<file path="src/hw/rtl/sparse_vector_add_macros.svh">
// Assertion macros used by the sparse vector adder top level.
`ifndef SPARSE_VECTOR_ADD_MACROS_SVH
`define SPARSE_VECTOR_ADD_MACROS_SVH

`ifndef ASSERT_OFF
`define SVA_HOLDS(label, clk, rst_n, prop) \
    label: assert property (@(posedge clk) disable iff (!rst_n) (prop)) \
        else $error("svadd: property failed");
`define SVA_IMPLIES(label, clk, rst_n, ante, cons) \
    label: assert property (@(posedge clk) disable iff (!rst_n) (ante) |-> (cons)) \
        else $error("svadd: implication failed");
`define SVA_NEXT(label, clk, rst_n, ante, cons) \
    label: assert property (@(posedge clk) disable iff (!rst_n) (ante) |=> (cons)) \
        else $error("svadd: next-cycle implication failed");
`else
`define SVA_HOLDS(label, clk, rst_n, prop)
`define SVA_IMPLIES(label, clk, rst_n, ante, cons)
`define SVA_NEXT(label, clk, rst_n, ante, cons)
`endif

`endif

</file>
<file path="src/hw/rtl/svadd_pkg.sv">
// Shared constants, codes and types of the sparse vector adder.
`default_nettype none
package svadd_pkg;
    localparam int DEPTH      = 32;
    localparam int POS_BITS   = 16;
    localparam int VALUE_BITS = 32;

    localparam int CNT_W   = $clog2(DEPTH + 1);
    localparam int ADDR_W  = (DEPTH > 1) ? $clog2(DEPTH) : 1;
    localparam int ENTRY_W = VALUE_BITS + POS_BITS;

    localparam logic [1:0] CMD_LOAD_A  = 2'd0;
    localparam logic [1:0] CMD_LOAD_B  = 2'd1;
    localparam logic [1:0] CMD_COMPUTE = 2'd2;

    typedef logic signed [VALUE_BITS-1:0] value_t;
    typedef logic        [POS_BITS-1:0]   pos_t;

    typedef struct packed {
        logic   emit;
        logic   adv_a;
        logic   adv_b;
        value_t value;
        pos_t   pos;
    } step_t;
endpackage
`default_nettype wire

</file>
<file path="src/hw/rtl/sparse_vector_add.sv">
// Sparse vector adder top level: list stores, merge sequencer, output register.
//
// Input beats (s_*) carry a command: load into A, load into B, or compute.
// A load writes one (value, position) pair into its list; a load into a
// full list (DEPTH pairs) and the unused command are dropped.
// A compute walks both lists with one shared compare/add unit. Each merge
// step is a list read (ST_FETCH), then compare and add (ST_EVAL), as each
// list store has a single read port. s_ready is low for the whole compute.
// Result beats (m_*) come out in merge order, ascending by position when both
// lists were loaded sorted; one result is held back so that the final one can
// carry m_last. A compute with no results at all gives a single beat with
// m_empty_res high and all else 0. Sums wrap to VALUE_BITS bits. Compute
// clears both lists. A stalled m_ready holds the output register and pauses
// the walk; nothing is lost. Reset (aresetn low at a clock edge) empties both
// lists and the output; stored pairs need no clearing.
`default_nettype none
`include "sparse_vector_add_macros.svh"
module sparse_vector_add (
    input  wire logic              aclk,
    input  wire logic              aresetn,
    input  wire logic              s_valid,
    output logic                   s_ready,
    input  wire logic [1:0]        s_command,
    input  wire svadd_pkg::value_t s_value,
    input  wire svadd_pkg::pos_t   s_position,
    output logic                   m_valid,
    input  wire logic              m_ready,
    output svadd_pkg::value_t      m_out_value,
    output svadd_pkg::pos_t        m_out_position,
    output logic                   m_last,
    output logic                   m_empty_res
);
    import svadd_pkg::*;

    typedef enum logic [1:0] {
        ST_IDLE,
        ST_FETCH,
        ST_EVAL,
        ST_FLUSH
    } state_t;

    state_t             state_reg, state_next;
    logic [CNT_W-1:0]   cnt_a_reg, cnt_a_next, cnt_b_reg, cnt_b_next;
    logic [CNT_W-1:0]   ia_reg, ia_next, ib_reg, ib_next;
    logic               pend_valid_reg, pend_valid_next;
    value_t             pend_value_reg, pend_value_next;
    pos_t               pend_pos_reg, pend_pos_next;
    logic               m_valid_reg, m_valid_next;
    value_t             m_value_reg, m_value_next;
    pos_t               m_pos_reg, m_pos_next;
    logic               m_last_reg, m_last_next;
    logic               m_empty_reg, m_empty_next;

    logic               s_beat, wr_a, wr_b, out_free;
    logic [ENTRY_W-1:0] a_rd, b_rd;
    step_t              step;

    assign s_ready  = (state_reg == ST_IDLE);
    assign s_beat   = s_valid && s_ready;
    assign wr_a     = s_beat && (s_command == CMD_LOAD_A) && (cnt_a_reg < CNT_W'(DEPTH));
    assign wr_b     = s_beat && (s_command == CMD_LOAD_B) && (cnt_b_reg < CNT_W'(DEPTH));
    assign out_free = !m_valid_reg || m_ready;

    svadd_ram #(.WIDTH(ENTRY_W), .DEPTH(DEPTH)) u_ram_a (
        .aclk    (aclk),
        .wr_en   (wr_a),
        .wr_addr (cnt_a_reg[ADDR_W-1:0]),
        .wr_data ({s_value, s_position}),
        .rd_addr (ia_reg[ADDR_W-1:0]),
        .rd_data (a_rd)
    );

    svadd_ram #(.WIDTH(ENTRY_W), .DEPTH(DEPTH)) u_ram_b (
        .aclk    (aclk),
        .wr_en   (wr_b),
        .wr_addr (cnt_b_reg[ADDR_W-1:0]),
        .wr_data ({s_value, s_position}),
        .rd_addr (ib_reg[ADDR_W-1:0]),
        .rd_data (b_rd)
    );

    svadd_alu u_alu (
        .a_ok  (ia_reg < cnt_a_reg),
        .b_ok  (ib_reg < cnt_b_reg),
        .a_val (a_rd[ENTRY_W-1:POS_BITS]),
        .a_pos (a_rd[POS_BITS-1:0]),
        .b_val (b_rd[ENTRY_W-1:POS_BITS]),
        .b_pos (b_rd[POS_BITS-1:0]),
        .step  (step)
    );

    always_comb begin
        state_next      = state_reg;
        cnt_a_next      = cnt_a_reg;
        cnt_b_next      = cnt_b_reg;
        ia_next         = ia_reg;
        ib_next         = ib_reg;
        pend_valid_next = pend_valid_reg;
        pend_value_next = pend_value_reg;
        pend_pos_next   = pend_pos_reg;
        m_valid_next    = m_valid_reg && !m_ready;
        m_value_next    = m_value_reg;
        m_pos_next      = m_pos_reg;
        m_last_next     = m_last_reg;
        m_empty_next    = m_empty_reg;

        case (state_reg)
            ST_IDLE: begin
                if (wr_a) begin
                    cnt_a_next = cnt_a_reg + CNT_W'(1);
                end
                if (wr_b) begin
                    cnt_b_next = cnt_b_reg + CNT_W'(1);
                end
                if (s_beat && (s_command == CMD_COMPUTE)) begin
                    ia_next         = '0;
                    ib_next         = '0;
                    pend_valid_next = 1'b0;
                    state_next      = ST_FETCH;
                end
            end
            ST_FETCH: begin
                if ((ia_reg == cnt_a_reg) && (ib_reg == cnt_b_reg)) begin
                    state_next = ST_FLUSH;
                end else begin
                    state_next = ST_EVAL;
                end
            end
            ST_EVAL: begin
                if (!(step.emit && pend_valid_reg && !out_free)) begin
                    if (step.emit) begin
                        if (pend_valid_reg) begin
                            m_valid_next = 1'b1;
                            m_value_next = pend_value_reg;
                            m_pos_next   = pend_pos_reg;
                            m_last_next  = 1'b0;
                            m_empty_next = 1'b0;
                        end
                        pend_valid_next = 1'b1;
                        pend_value_next = step.value;
                        pend_pos_next   = step.pos;
                    end
                    if (step.adv_a) begin
                        ia_next = ia_reg + CNT_W'(1);
                    end
                    if (step.adv_b) begin
                        ib_next = ib_reg + CNT_W'(1);
                    end
                    state_next = ST_FETCH;
                end
            end
            ST_FLUSH: begin
                if (out_free) begin
                    m_valid_next    = 1'b1;
                    m_value_next    = pend_valid_reg ? pend_value_reg : '0;
                    m_pos_next      = pend_valid_reg ? pend_pos_reg : '0;
                    m_last_next     = pend_valid_reg;
                    m_empty_next    = !pend_valid_reg;
                    pend_valid_next = 1'b0;
                    cnt_a_next      = '0;
                    cnt_b_next      = '0;
                    state_next      = ST_IDLE;
                end
            end
            default: begin
                state_next = ST_IDLE;
            end
        endcase
    end

    always_ff @(posedge aclk) begin
        if (!aresetn) begin
            state_reg      <= ST_IDLE;
            cnt_a_reg      <= '0;
            cnt_b_reg      <= '0;
            pend_valid_reg <= 1'b0;
            m_valid_reg    <= 1'b0;
        end else begin
            state_reg      <= state_next;
            cnt_a_reg      <= cnt_a_next;
            cnt_b_reg      <= cnt_b_next;
            pend_valid_reg <= pend_valid_next;
            m_valid_reg    <= m_valid_next;
        end
        ia_reg         <= ia_next;
        ib_reg         <= ib_next;
        pend_value_reg <= pend_value_next;
        pend_pos_reg   <= pend_pos_next;
        m_value_reg    <= m_value_next;
        m_pos_reg      <= m_pos_next;
        m_last_reg     <= m_last_next;
        m_empty_reg    <= m_empty_next;
    end

    assign m_valid        = m_valid_reg;
    assign m_out_value    = m_value_reg;
    assign m_out_position = m_pos_reg;
    assign m_last         = m_last_reg;
    assign m_empty_res    = m_empty_reg;

    `SVA_HOLDS(a_cnt_in_range, aclk, aresetn,
        (cnt_a_reg <= CNT_W'(DEPTH)) && (cnt_b_reg <= CNT_W'(DEPTH)))
    `SVA_IMPLIES(a_empty_beat_clean, aclk, aresetn, m_valid && m_empty_res,
        !m_last && (m_out_value == '0) && (m_out_position == '0))
    `SVA_IMPLIES(a_heads_bounded, aclk, aresetn, state_reg == ST_EVAL,
        (ia_reg <= cnt_a_reg) && (ib_reg <= cnt_b_reg)
        && ((ia_reg != cnt_a_reg) || (ib_reg != cnt_b_reg)))
    `SVA_NEXT(a_flush_clears, aclk, aresetn, (state_reg == ST_FLUSH) && out_free,
        (cnt_a_reg == '0) && (cnt_b_reg == '0) && !pend_valid_reg && m_valid)
endmodule
`default_nettype wire

</file>
<file path="src/hw/rtl/svadd_ram.sv">
// Generic single-write, single-read RAM with registered read data.
`default_nettype none
module svadd_ram #(
    parameter int WIDTH = 8,
    parameter int DEPTH = 16,
    parameter int AW    = (DEPTH > 1) ? $clog2(DEPTH) : 1
) (
    input  wire logic             aclk,
    input  wire logic             wr_en,
    input  wire logic [AW-1:0]    wr_addr,
    input  wire logic [WIDTH-1:0] wr_data,
    input  wire logic [AW-1:0]    rd_addr,
    output logic      [WIDTH-1:0] rd_data
);
    logic [WIDTH-1:0] mem [DEPTH];

    always_ff @(posedge aclk) begin
        if (wr_en) begin
            mem[wr_addr] <= wr_data;
        end
        rd_data <= mem[rd_addr];
    end
endmodule
`default_nettype wire

</file>
<file path="src/hw/rtl/svadd_alu.sv">
// Shared merge unit: compares the two list heads and forms one merge step.
`default_nettype none
module svadd_alu (
    input  wire logic            a_ok,
    input  wire logic            b_ok,
    input  wire svadd_pkg::value_t a_val,
    input  wire svadd_pkg::pos_t   a_pos,
    input  wire svadd_pkg::value_t b_val,
    input  wire svadd_pkg::pos_t   b_pos,
    output svadd_pkg::step_t     step
);
    import svadd_pkg::*;

    value_t sum;

    assign sum = a_val + b_val;

    always_comb begin
        step = '0;
        if (a_ok && b_ok) begin
            if (a_pos == b_pos) begin
                step.emit  = (sum != '0);
                step.adv_a = 1'b1;
                step.adv_b = 1'b1;
                step.value = sum;
                step.pos   = a_pos;
            end else if (a_pos < b_pos) begin
                step.emit  = 1'b1;
                step.adv_a = 1'b1;
                step.value = a_val;
                step.pos   = a_pos;
            end else begin
                step.emit  = 1'b1;
                step.adv_b = 1'b1;
                step.value = b_val;
                step.pos   = b_pos;
            end
        end else if (a_ok) begin
            step.emit  = 1'b1;
            step.adv_a = 1'b1;
            step.value = a_val;
            step.pos   = a_pos;
        end else if (b_ok) begin
            step.emit  = 1'b1;
            step.adv_b = 1'b1;
            step.value = b_val;
            step.pos   = b_pos;
        end
    end
endmodule
`default_nettype wire

</file>
<file path="config.mk">
export PLATFORM = sky130hd
export DESIGN_NAME = sparse_vector_add
export DESIGN_NICKNAME = d
export VERILOG_FILES = /design/src/hw/rtl/svadd_pkg.sv /design/src/hw/rtl/sparse_vector_add.sv /design/src/hw/rtl/svadd_ram.sv /design/src/hw/rtl/svadd_alu.sv
export VERILOG_INCLUDE_DIRS = /design/src /design/src/hw/rtl
export SDC_FILE = /design/constraint.sdc
export NUM_CORES = 2
export LEC_CHECK = 0
export BUFFER_PORTS_ARGS = -buffer_cell sky130_fd_sc_hd__buf_2
export CORE_UTILIZATION = 63
export DETAILED_ROUTE_END_ITERATION = 8
export MAX_ROUTING_LAYER = met4
export PLACE_DENSITY_LB_ADDON = 0.25
export SYNTH_ARGS = -nofsm -noshare
export SYNTH_HDL_FRONTEND = slang
export SYNTH_SLANG_ARGS = --single-unit
export TNS_END_PERCENT = 1
</file>
<file path="constraint.sdc">
create_clock -name aclk -period 7.2 [get_ports aclk]
set_clock_uncertainty 0.05 [all_clocks]
set_input_delay 0.72 -clock aclk [delete_from_list [all_inputs] [get_ports aclk]]
set_output_delay 0.72 -clock aclk [all_outputs]
set_load 0.1 [all_outputs]
</file>
==> metrics.md <==
| Metric | Value |
|---|---|
| Post-DP HPWL | `175000 um` |
| Worst path cell trace | `inv_1 -> ha_1 -> a21o_1 -> a21o_1 -> a211oi_4 -> and2_1 -> buf_4 -> nand3_1 -> or4_1 -> or4_1 -> nor4_1 -> nand4_1 -> o211ai_2 -> a21oi_4 -> buf_4` |
| Max-slew violation count | `0` |
| Synth Area per Inst | `around 23 um^2` |
| # DRC | `4` |
| Max Root-Sink Buffers | `4` |
| CTS tree | `done` |
| Crit path max fanout | `48` |
| Clk slew on worst S/H paths | `~0.060 ns` |
| Static Leak | `around 44 nW` |
| Port Buffers | `between 100 and 150` |
| Final Wtd Congestion | `0.900` |
| Post-synthesis sequential area ratio | `77.1%` |
| Async set-or-reset flop fraction in the synthesized netlist | `0%` |
| F_max | `192 MHz` |
| Critical Path Max Stage Delay | `about 0.63 ns` |
| CTS H-tree depth | `5` |
| Fin crit share | `slightly above 70%` |
| Yosys synthesis warning count | `0` |
| GRT Total Usage | `between 30% and 40%` |
| Largest net degree at the start of global routing | `150` |
| Element type at the critical path start | `flop` |
| 1st-iter DRT viols | `roughly 9100` |
| Clock Latency Late Sink | `about 0.97 ns` |
| Placed cell area | `between 100000 and 150000 um^2` |
| Routed Wire Length | `340000 um` |
| Grt total ovfl | `0` |
| Post-CTS setup buffer count | `0` |
| Cell area after layout | `142000 um^2` |
| Width of the die | `~450 um` |
| Synth unique cells | `78` |
| Synthesized cell area | `around 130000 um^2` |
| Outcome | `finished with violations` |
| Pwr/cell area | `roughly 360 nW/um^2` |
| Final min period | `5.21 ns` |
| Syn nets | `roughly 5500` |
| Area Overhead vs Synth | `11.7%` |
| Die ar. | `a little over 200000 um^2` |
| I/O pins | `106` |
| Max-cap violations | `0` |
| Failing checks | `DRC` |
| Fillers | `11200` |
| Setup slack after placement | `about 2.1 ns` |
| Final hold violations | `0` |
| Nets | `5869` |
| Share of layout cells above drive strength 1 | `a little under a third` |
| RSZ-0062 raised after global routing | `false` |
| Worst min path class | `input port to flop` |
| Routed vias | `62300` |
| CP arrival | `5.75 ns` |
| Worst path required time | `~7.7 ns` |
| # resized after CTS | `0` |
| Critical setup path kind | `flop to flop` |
| Synth Register Bits | `between 3000 and 4000` |
| Hold buffers post-CTS | `0` |
| CP delay by family, top | `simple AND/OR/NAND/NOR gates` |
| Relative slew slack | `14.5%` |
| CTS Buf Count | `~340` |
| Root Driver | `clkbuf_16` |
| VDD IR-drop max | `about 0.00034 V` |
| WHS | `between 0.2 and 0.25 ns` |
| Antenna violations before repair | `25` |
| Worst-Margin Slew | `around 1.3 ns` |
| Worst Path Buf+Inv | `3` |
| TritonRoute pass-1 iters | `9` |
| Vias per inst | `between 7 and 8` |
| Final Power | `around 0.051 W` |
| Post-DR wirelength/cell | `just under 40 um` |
| Final setup vio count | `0` |
| Post-Route Setup TNS | `0 ns` |
| EDFF count, synth | `around 3200` |
| Main synth FF type | `edfxtp_1` |
| Starting Density | `63.5%` |
| Crit. End Element | `flop` |
| Cell count after synthesis | `approximately 5400` |
| Biggest regs | `u_ram_a.mem (1536), u_ram_b.mem (1536)` |
| Vias in the first global route | `~63000` |
| Row count | `164` |
| Core area | `~200000 um^2` |
| Num Clock Sinks | `3294` |
| First-pass GRT wire length | `~480000 um` |
| Die H | `451 um` |
| Final setup margin | `1.99 ns` |
| Remaining antenna violation count | `0` |
| Slowest-stage cell, CP | `a211oi_4` |
area by class of cell:
| cell class | instances | area (um^2) | share of cell area (%) |
|---|---|---|---|
| sequential | 3294 | 97800 | 69.0 |
| multi-input combinational | 1805 | 28400 | 20.1 |
| clock buffer | 439 | 9000 | 6.35 |
| tap | 2656 | 3320 | 2.35 |
| timing repair buffer | 255 | 1760 | 1.25 |
| clock inverter | 150 | 1180 | 0.832 |
| inverter | 47 | 176 | 0.125 |
| antenna | 15 | 37.5 | 0.0265 |
final timing paths:
| path | from | end | slack, ns | cells past startpoint |
|---|---|---|---|---|
| hold reg to reg | pend_pos_reg[13] | m_out_position[13] | 0.47 | 1 |
| setup reg to reg | cnt_a_reg[3] | pend_pos_reg[10] | 1.99 | 15 |
| hold / removal | aresetn | pend_valid_reg | 0.20 | 3 |
| setup / recovery | cnt_a_reg[3] | pend_pos_reg[10] | 1.99 | 15 |
per-stage QoR:
stage	utilization (%)	cells
floorplan	-	5417
global placement	65.8	8057
detailed placement	65.8	8057
CTS	70.9	8646
global route	70.9	8658
finish	70.9	8661
worst reg2reg max path: stages, from the launching register on:
cell,delay (ns)
dfxtp_1,0.47
inv_1,0.15
ha_1,0.34
a21o_1,0.19
a21o_1,0.20
a211oi_4,0.63
and2_1,0.23
buf_4,0.28
nand3_1,0.11
or4_1,0.49
or4_1,0.40
nor4_1,0.27
nand4_1,0.24
o211ai_2,0.33
a21oi_4,0.04
buf_4,0.40
cell families (layout without fill, tap and decap cells):
group           after synthesis  count (layout)  share of synthesized area, %
buf+inv                     318             891                         0.942
other cells                   0              15                             0
flops                      3294            3294                          77.1
simple gates                335             335                          1.36
compound gates              275             275                          1.51
mux                        1083            1083                          18.1
xor+xnor                     37              37                         0.255
fa+ha+maj                    75              75                         0.745
power breakdown:
group / leakage (nW) / internal, W / switching (W)
clock network: 5.01 / 0.00942 / 0.00710
registers: 29.6 / 0.0215 / 0.000435
logic: 9.79 / 0.00564 / 0.00676
total: 44.4 / 0.0366 / 0.0143
placed cells by master (no fill, tap or decap), types with 9 or more instances in the layout:
cell type / count
a21o_1: 23
a21oi_1: 66
a221o_1: 18
a22o_1: 16
a22oi_1: 9
a31oi_1: 10
and2_1: 67
buf_12: 9
buf_2: 105
buf_4: 141
bufinv_16: 18
clkbuf_1: 88
clkbuf_16: 341
clkbuf_8: 10
clkinv_1: 57
clkinv_2: 61
dfxtp_1: 112
diode_2: 15
edfxtp_1: 3182
ha_1: 74
inv_1: 47
mux2_2: 104
mux2i_1: 19
mux4_2: 960
nand2_1: 59
nand3_1: 31
nand4_1: 13
nor2_1: 26
nor2_4: 64
nor2b_1: 13
o21a_1: 9
o21ai_0: 60
xnor2_1: 19
xor2_1: 18
metal layers:
layer | up-vias | share of wire [%] | GRT usage (%)
met4 | 0 | 5.2 | 15.9
li1 | 23800 | - | -
met2 | 4751 | 49 | 54.0
met5 | - | 0 | -
met1 | 33000 | 35 | 46.0
met3 | 802 | 11 | 6.65
synthesized netlist by cell type (3+ instances only):
master	instances	area share [%]
a21oi_2	3	0.021
buf_1	69	0.20
nor3_1	9	0.035
a22oi_1	9	0.053
edfxtp_1	3182	75
o21ai_1	4	0.016
a221oi_1	5	0.035
and4_1	3	0.021
or3_1	7	0.035
dfxtp_1	112	1.8
nand3_1	31	0.12
xor2_1	18	0.12
a21o_1	23	0.14
a211oi_1	7	0.041
nand2b_1	6	0.030
inv_1	47	0.14
and3_1	6	0.030
a21oi_1	69	0.27
a22o_1	16	0.11
mux2i_1	19	0.15
mux4_2	960	17
nor4_1	8	0.039
and2_1	67	0.33
nor3b_1	3	0.018
xnor2_1	19	0.13
nor2_1	91	0.27
or4_1	5	0.030
nand3b_1	3	0.018
o31ai_1	4	0.024
ha_1	74	0.73
o221a_2	3	0.027
o21a_1	10	0.059
a221o_1	18	0.14
a31oi_1	10	0.049
mux2_2	104	0.92
nand4_1	13	0.064
nor2b_1	13	0.064
clkbuf_1	201	0.59
o21ai_0	60	0.24
nand2_1	59	0.17
Note: power is estimated with default switching activity, not from simulation.
